<file path="config.mk">
export PLATFORM = sky130hd
export DESIGN_NAME = rht_ctrl
export DESIGN_NICKNAME = d
export VERILOG_FILES = /design/src/design/rht_pkg.sv /design/src/design/rht_ctrl.sv
export SDC_FILE = /design/constraint.sdc
export NUM_CORES = 1
export LEC_CHECK = 0
export BUFFER_PORTS_ARGS = -buffer_cell sky130_fd_sc_hd__buf_2
export CAP_MARGIN = 10
export CORE_AREA = 2 2 39 41
export CTS_CLUSTER_SIZE = 40
export DETAILED_ROUTE_END_ITERATION = 10
export DIE_AREA = 0 0 41 43
export PLACE_DENSITY_LB_ADDON = 0.2
export SYNTH_ARGS = -nofsm -noshare
export SYNTH_HDL_FRONTEND = slang
export SYNTH_SLANG_ARGS = --single-unit
</file>
<file path="constraint.sdc">
create_clock -name aclk -period 2.89 [get_ports aclk]
set_input_delay 0.289 -clock aclk [delete_from_list [all_inputs] [get_ports aclk]]
set_output_delay 0.289 -clock aclk [all_outputs]
set_load 0.02 [all_outputs]
</file>
<file path="src/design/rht_pkg.sv">
// Shared constants, entry layout and controller/datapath command types
// for the Robin Hood hash table. No dependencies.
`default_nettype none
package rht_pkg;

    localparam int CAPACITY   = 256;
    localparam int HASH_BITS  = 32;
    localparam int KEY_BITS   = 32;
    localparam int VALUE_BITS = 32;
    localparam int IDX_W      = $clog2(CAPACITY);
    localparam int CNT_W      = IDX_W + 1;
    localparam int PROBE_W    = CNT_W;

    localparam logic [1:0] FUNC_INSERT = 2'd0;
    localparam logic [1:0] FUNC_LOOKUP = 2'd1;
    localparam logic [1:0] FUNC_REMOVE = 2'd2;

    localparam logic [2:0] ST_INSERTED = 3'd0;
    localparam logic [2:0] ST_REPLACED = 3'd1;
    localparam logic [2:0] ST_FOUND    = 3'd2;
    localparam logic [2:0] ST_NOTFOUND = 3'd3;
    localparam logic [2:0] ST_REMOVED  = 3'd4;
    localparam logic [2:0] ST_FULL     = 3'd5;

    typedef struct packed {
        logic [PROBE_W-1:0]    probe;
        logic [HASH_BITS-1:0]  hash;
        logic [KEY_BITS-1:0]   key;
        logic [VALUE_BITS-1:0] value;
    } entry_t;

    typedef enum logic [3:0] {
        CMD_NONE,
        CMD_LOAD,
        CMD_READ,
        CMD_READ_NEXT,
        CMD_STEP,
        CMD_FOUND,
        CMD_REPLACE,
        CMD_DEL_START,
        CMD_DEL_SHIFT,
        CMD_DEL_END,
        CMD_INS_START,
        CMD_INS_PLACE,
        CMD_INS_SWAP,
        CMD_INS_SKIP,
        CMD_RESP
    } cmd_t;

    typedef struct packed {
        cmd_t       cmd;
        logic [2:0] status;
    } ctl_cmd_t;

    typedef struct packed {
        logic [1:0] func;
        logic       rd_valid;
        logic       rd_match;
        logic       rd_lower;
        logic       rd_low_probe;
        logic       n_last;
        logic       full;
        logic       out_free;
    } dp_flags_t;

endpackage
`default_nettype wire

</file>
<file path="src/design/rht_ctrl.sv">
// Operation sequencer for the hash table: probe, replace, insert and
// backward-shift remove. Uses rht_pkg; drives rht_datapath by commands.
`default_nettype none
module rht_ctrl (
    input  wire logic              aclk,
    input  wire logic              aresetn,
    input  wire logic              s_valid,
    output logic                   s_ready,
    input  wire rht_pkg::dp_flags_t flags,
    output rht_pkg::ctl_cmd_t      ctl
);
    import rht_pkg::*;

    typedef enum logic [2:0] {
        S_IDLE, S_F_RD, S_F_CHK, S_I_RD, S_I_CHK, S_D_RD, S_D_CHK, S_RESP
    } state_t;

    state_t     state_reg, state_next;
    logic [2:0] status_reg, status_next;

    assign s_ready = (state_reg == S_IDLE);

    always_comb begin
        state_next  = state_reg;
        status_next = status_reg;
        ctl.cmd     = CMD_NONE;
        ctl.status  = status_reg;
        case (state_reg)
            S_IDLE: begin
                if (s_valid) begin
                    ctl.cmd    = CMD_LOAD;
                    state_next = S_F_RD;
                end
            end
            S_F_RD: begin
                ctl.cmd    = CMD_READ;
                state_next = S_F_CHK;
            end
            S_F_CHK: begin
                if (flags.rd_valid && flags.rd_match) begin
                    state_next = S_RESP;
                    case (flags.func)
                        FUNC_INSERT: begin
                            ctl.cmd     = CMD_REPLACE;
                            status_next = ST_REPLACED;
                        end
                        FUNC_LOOKUP: begin
                            ctl.cmd     = CMD_FOUND;
                            status_next = ST_FOUND;
                        end
                        FUNC_REMOVE: begin
                            ctl.cmd     = CMD_DEL_START;
                            status_next = ST_REMOVED;
                            state_next  = S_D_RD;
                        end
                        default: status_next = ST_NOTFOUND;
                    endcase
                end else if (flags.rd_valid && !flags.n_last) begin
                    ctl.cmd    = CMD_STEP;
                    state_next = S_F_RD;
                end else if (flags.func == FUNC_INSERT) begin
                    if (flags.full) begin
                        status_next = ST_FULL;
                        state_next  = S_RESP;
                    end else begin
                        ctl.cmd    = CMD_INS_START;
                        state_next = S_I_RD;
                    end
                end else begin
                    status_next = ST_NOTFOUND;
                    state_next  = S_RESP;
                end
            end
            S_I_RD: begin
                ctl.cmd    = CMD_READ;
                state_next = S_I_CHK;
            end
            S_I_CHK: begin
                if (!flags.rd_valid) begin
                    ctl.cmd     = CMD_INS_PLACE;
                    status_next = ST_INSERTED;
                    state_next  = S_RESP;
                end else if (flags.rd_lower) begin
                    ctl.cmd    = CMD_INS_SWAP;
                    state_next = S_I_RD;
                end else begin
                    ctl.cmd    = CMD_INS_SKIP;
                    state_next = S_I_RD;
                end
            end
            S_D_RD: begin
                ctl.cmd    = CMD_READ_NEXT;
                state_next = S_D_CHK;
            end
            S_D_CHK: begin
                // stop at an empty slot, an entry at its home, or the shift bound
                if (!flags.rd_valid || flags.rd_low_probe || flags.n_last) begin
                    ctl.cmd    = CMD_DEL_END;
                    state_next = S_RESP;
                end else begin
                    ctl.cmd    = CMD_DEL_SHIFT;
                    state_next = S_D_RD;
                end
            end
            S_RESP: begin
                if (flags.out_free) begin
                    ctl.cmd    = CMD_RESP;
                    state_next = S_IDLE;
                end
            end
            default: state_next = S_IDLE;
        endcase
    end

    always_ff @(posedge aclk) begin
        if (!aresetn) begin
            state_reg  <= S_IDLE;
            status_reg <= ST_NOTFOUND;
        end else begin
            state_reg  <= state_next;
            status_reg <= status_next;
        end
    end

    a_resp_waits: assert property (@(posedge aclk) disable iff (!aresetn)
        (ctl.cmd == CMD_RESP) |-> flags.out_free)
        else $error("response issued while output word still pending");
    a_place_not_full: assert property (@(posedge aclk) disable iff (!aresetn)
        (ctl.cmd == CMD_INS_START) |-> !flags.full)
        else $error("insert started on a full table");
    a_accept_idle: assert property (@(posedge aclk) disable iff (!aresetn)
        (s_valid && s_ready) |=> (state_reg == S_F_RD))
        else $error("accepted word did not start a probe");

endmodule
`default_nettype wire

</file>
==> flow_metrics.tcl, run 1 <==
set metrics [dict create \
    status "finished, final reports clean" \
    syn_inst 80 \
    ys_ff_latch 6 \
    max_cap_viol_count 0 \
    post-cts-setup-buffers 0 \
    first_pass_iters 4 \
    syn_nets 96 \
    multiInputGateArea_um2 434.2 \
    finalCritPeriodShare_pct 71.00 \
    ir_worst_vdd_mv 0.2921 \
    cts_tree "built" \
    fin_setup_tns_ns 0 \
    drc 0 \
    dr_total_vias 665 \
    diodes 0 \
    crit_path_start_kind "flop" \
    drtAntennaViolNets 0 \
    drtIter0Drc 22 \
    fmax_mhz 487.3 \
    finalWeightedCongestion 0.8196 \
    async_reset_ff_share_pct 0 \
    top_usage_layer "met2" \
    seq_area_frac_synth_pct 19.43 \
    first_global_vias 605 \
    wire_per_inst_um 13.75 \
    start_util_pct 44.67 \
    ctsHoldBuffers 0 \
    ys.flop_type "dfxtp_1" \
    setup_slack_ns 0.8380 \
    fillers 143 \
    final_cell_mix "19 x buf_2, 9 x a21oi_1, 6 x dfxtp_1, 5 x nand2_1" \
    core_um2 1384 \
    arrival_ns 1.76 \
    rows 14 \
    clk_pin_slew_worst_paths_ns 0.05 \
    rrSetupSlack_ns 1.45 \
    drive_gt1_share_pct 31.96 \
    syn_avg_cell_area_um2 7.726 \
    clk_path_buf_depth 2 \
    die_h_um 43 \
    fin_crit_ns 2.052 \
    final_nets 115 \
    utilization_pct 52.08 \
    slew-limit-headroom_pct 66.18 \
    seq_area_um2 120.1 \
    layout.cells.most_common "buf_2" \
    ys.warnings.count 0 \
    p_per_area_nw_per_um2 497.1 \
    grt_use_met2_pct 33.44 \
    worstPathRequired_ns 2.60 \
    io_buffer_count 19 \
    antenna_found_initial 0 \
    grt.met3_usage_pct 3.141 \
    p_leak_nw 0.3178 \
    cts_resized 0 \
    area.growth.synth_to_final_pct 16.60 \
    numCtsBuffers 3 \
    clock_sinks 6 \
    syn_area_um2 618.1 \
    tightest_slew_ns 0.5066 \
    maxSlewViolCount 0 \
    wirelength_um 1554 \
    hp-class "in2reg" \
    htree_levels 1 \
    crit_path_max_fanout 16 \
    vias_per_cell 5.885 \
    rsz0062_at_grt "no" \
    cp-end-kind "output pin" \
    hold_violations 0 \
    dp_hpwl_um 1172 \
    fp.dieW_um 41 \
    dieArea_um2 1763 \
    criticalPathCategory "reg2out" \
    clk_latency_ns 0.24 \
    skew_ns 0.003834 \
    finalSetupViolCount 0 \
    grt_max_degree 17 \
    gr-usage-met1_pct 27.10 \
    ios 20 \
    grt_pass1_wl_um 2539 \
    place_ws_ns 1.122 \
    gr-usage-all-layers_pct 20.70 \
    synth_cell_types 38 \
    grt_overflow 0 \
    root_buffer "clkbuf_4" \
    synth-edff-count 0 \
]
worst max-delay path, cell delays in order, from the launching register on:
cell and delay (ns):
dfxtp_1 0.63, inv_1 0.22, o21ai_2 0.09, o22ai_1 0.09, o32a_1 0.33, buf_2 0.16
final cells by class:
class | count | area share (%)
multi-input combinational | 62 | 60.24
inverter | 7 | 3.993
sequential | 6 | 16.67
tap | 16 | 2.778
clock buffer | 3 | 3.125
timing repair buffer | 19 | 13.19
through the flow:
stage	cell area (µm²)	hold slack, ns	instances	power [mW]
after detailed placement	698.2	0.4632	110	0.2803
after global placement	698.2	0.4660	110	0.2787
after floorplan	618.1	0.3676	80	0.2389
after CTS	720.7	0.3183	113	0.3578
final	720.7	0.3226	113	0.3583
after global routing	720.7	0.3201	113	0.3868
logic make-up (layout without fill, tap and decap cells):
family	count (synthesis)	in the layout	synth area share (%)
muxes	2	2	3.239
and+or+nand+nor	24	24	21.86
AOI/OAI and AO/OA	32	32	37.04
adders and majority gates	4	4	8.097
DFF	6	6	19.43
buffers and inverters	12	29	10.32
path summary, 6_finish.rpt:
path,endpoint,start,depth (start not counted)
worst min-delay path,status_reg[1]$_SDFFE_PN1P_,aresetn,2
worst min register to register,status_reg[2]$_SDFFE_PN0P_,status_reg[2]$_SDFFE_PN0P_,2
worst max register to register,status_reg[2]$_SDFFE_PN0P_,state_reg[2]$_SDFFE_PN0P_,3
worst max-delay path,ctl[3],state_reg[1]$_SDFFE_PN0P_,5
report_power, final:
part	leakage (nW)	internal, mW	switching (mW)
logic	0.255	0.0640	0.0945
registers	0.0493	0.0949	0.0273
clock network	0.0138	0.0470	0.0305
synthesized netlist by cell type (2+ instances only):
master	n	share of area, %
a21oi_1	9	7.3
buf_4	2	2.4
dfxtp_1	6	19
ha_1	4	8.1
inv_1	4	2.4
inv_2	2	1.2
mux2i_1	2	3.2
nand2_1	5	3.0
nand2b_1	2	2.0
nand3_1	4	3.2
nand4_1	3	3.0
nor2_1	3	1.8
nor2b_1	2	2.0
nor3_1	2	1.6
o21ai_1	3	2.4
o22ai_1	4	4.0
o31ai_1	2	2.4
layer usage:
| metal | up-vias | wire [µm] |
|---|---|---|
| li1 | 335 | - |
| met3 | 0 | 106 |
| met5 | - | 0 |
| met4 | 0 | 0 |
| met1 | 304 | 715 |
| met2 | 26 | 732 |
Power figures use the tool's default switching activity.
==> run 2: changes to the inputs <==
Clock period 2.89 ns to 2 ns, I/O delays scaled along.
==> run 2 against run 1 <==
Sequential power is 25% higher. Register-to-register slack worse by 0.63 ns. Worst hold slack worse by 0.11 ns. First-iteration DRC count is 14% lower. Highest routed layer is now met4. Total power is 48% higher. Combinational power is 68% higher.
==> flow_metrics.tcl, run 2 (same netlist as run 1, synthesis figures left out) <==
set metrics [dict create \
    status "finished, final reports clean" \
    critPathSlowestCell "dfxtp_1" \
    power_frac_comb_pct 50.2 \
    rsz0062_at_grt "no" \
    p_leak_nw 0.3335 \
    crit_chain "buf_4, a21oi_1, o22ai_1, o32a_1, buf_2" \
    cp-end-kind "output pin" \
    max_stage_delay_ns 0.34 \
    hp-start "aresetn" \
    first_pass_iters 4 \
    hold_end "status_reg[1]$_SDFFE_PN1P_" \
    finalCritPeriodShare_pct 85.82 \
    ir_worst_vdd_mv 0.3960 \
    arrival_ns 1.52 \
    final_cell_mix "19 x buf_2, 9 x a21oi_1, 6 x dfxtp_1, 5 x nand2_1" \
    slew-limit-headroom_pct 76.12 \
    layout.cells.most_common "buf_2" \
    cp-startpoint "state_reg[2]$_SDFFE_PN0P_" \
    clk_pin_slew_worst_paths_ns 0.05 \
    p_total_mw 0.5317 \
    io_buffer_count 19 \
    post-cts-setup-buffers 0 \
    hp-class "in2reg" \
    cp.depth 5 \
    reg2reg_depth 5 \
    crit_path_start_kind "flop" \
    maxSlewViolCount 0 \
    wire_per_inst_um 12.88 \
    worstPathRequired_ns 1.80 \
    power_frac_clock_pct 21.2 \
    crit_family "compound AO/OA/AOI/OAI gates" \
    criticalPathCategory "reg2out" \
    vias_per_cell 5.698 \
    clk_path_buf_depth 2 \
    layoutNonFillerInstCount 116 \
    diodes 0 \
    p_per_area_nw_per_um2 715.4 \
    die_h_um 43 \
    clock_sinks 6 \
    hold_violations 0 \
    area.growth.synth_to_final_pct 20.24 \
    gr-usage-all-layers_pct 19.72 \
    numCtsBuffers 3 \
    drive_gt1_share_pct 34.00 \
    grt_pass1_wl_um 2415 \
    cts_tree "built" \
    fillers 138 \
    seqPwrFrac_pct 28.5 \
    grt_max_degree 14 \
    fin_crit_ns 1.716 \
    worst-path-buf-inv 2 \
    finalWeightedCongestion 0.8314 \
    whs_path_depth 2 \
    max_cap_viol_count 0 \
    final_design_area_no_fill_um2 743.2 \
    cts_resized 0 \
    drtAntennaViolNets 0 \
    setup_slack_ns 0.2836 \
    finalSetupViolCount 0 \
    clk_latency_ns 0.24 \
    first_global_vias 590 \
    swShare_pct 41.82 \
    power.internal_mw 0.3093 \
    rows 14 \
    placed_cells 113 \
    final_nets 118 \
    root_buffer "clkbuf_4" \
    fmax_mhz 582.6 \
    multiInputGateArea_um2 434.2 \
    drtIter0Drc 19 \
    dp_hpwl_um 1125 \
    rrSetupSlack_ns 0.82 \
    wirelength_um 1494 \
    postPlaceCellArea_um2 720.7 \
    start_util_pct 44.67 \
    place_ws_ns 0.4337 \
    tightest_slew_ns 0.3537 \
    fp.dieW_um 41 \
    antenna_found_initial 0 \
    ios 20 \
    ctsHoldBuffers 0 \
    drc 0 \
    p_sw_mw 0.2224 \
    core_um2 1384 \
    reg2reg_from "state_reg[1]$_SDFFE_PN0P_" \
    dr_total_vias 661 \
    skew_ns 0.001944 \
    htree_levels 1 \
    dieArea_um2 1763 \
    fin_setup_tns_ns 0 \
    seq_area_um2 120.1 \
    reg2reg_to "state_reg[2]$_SDFFE_PN0P_" \
    grt_overflow 0 \
    crit_path_max_fanout 10 \
]
==> run 2: power by group through the flow <==
stage | logic (mW) | registers, mW | clock network [mW]
3_5_place_dp | 0.264 | 0.154 | 0
3_3_place_gp | 0.264 | 0.153 | 0
5_1_grt | 0.292 | 0.155 | 0.123
2_1_floorplan | 0.182 | 0.163 | 0
6_report | 0.267 | 0.152 | 0.113
4_1_cts | 0.267 | 0.152 | 0.114
==> run 2: cell type report <==
cell class / instances / area share, %
multi-input combinational: 62 / 58.42
timing repair buffer: 22 / 15.82
sequential: 6 / 16.16
clock buffer: 3 / 3.030
tap: 16 / 2.694
inverter: 7 / 3.872
==> run 2: per-stage QoR <==
stage / util (%) / hold slack (ns)
floorplan: - / 0.2786
global placement: 52.08 / 0.4592
detailed placement: 52.08 / 0.4556
CTS: 53.71 / 0.2076
global route: 53.71 / 0.2144
finish: 53.71 / 0.2116
==> run 2: metal layers <==
layer | GRT usage [%] | share of wire, % | vias up
li1 | - | - | 340
met1 | 24.92 | 47 | 301
met2 | 31.56 | 46 | 18
met3 | 3.141 | 5.6 | 2
met4 | 8.000 | 0.67 | 0
met5 | 0 | 0 | -
==> run 2: worst max-delay path by stage <==
stage	to	slack [ns]
2_1_floorplan	ctl[5]	0.50
3_3_place_gp	ctl[3]	0.45
3_5_place_dp	ctl[3]	0.43
4_1_cts	ctl[5]	0.29
5_1_grt	ctl[5]	0.17
6_report	ctl[3]	0.28
==> run 2: worst register-to-register path: stages (launching register included) <==
cell and delay [ns]:
dfxtp_1 0.42, buf_4 0.21, nand4_1 0.12, o21ai_0 0.09
a21oi_1 0.07, o21a_1 0.16
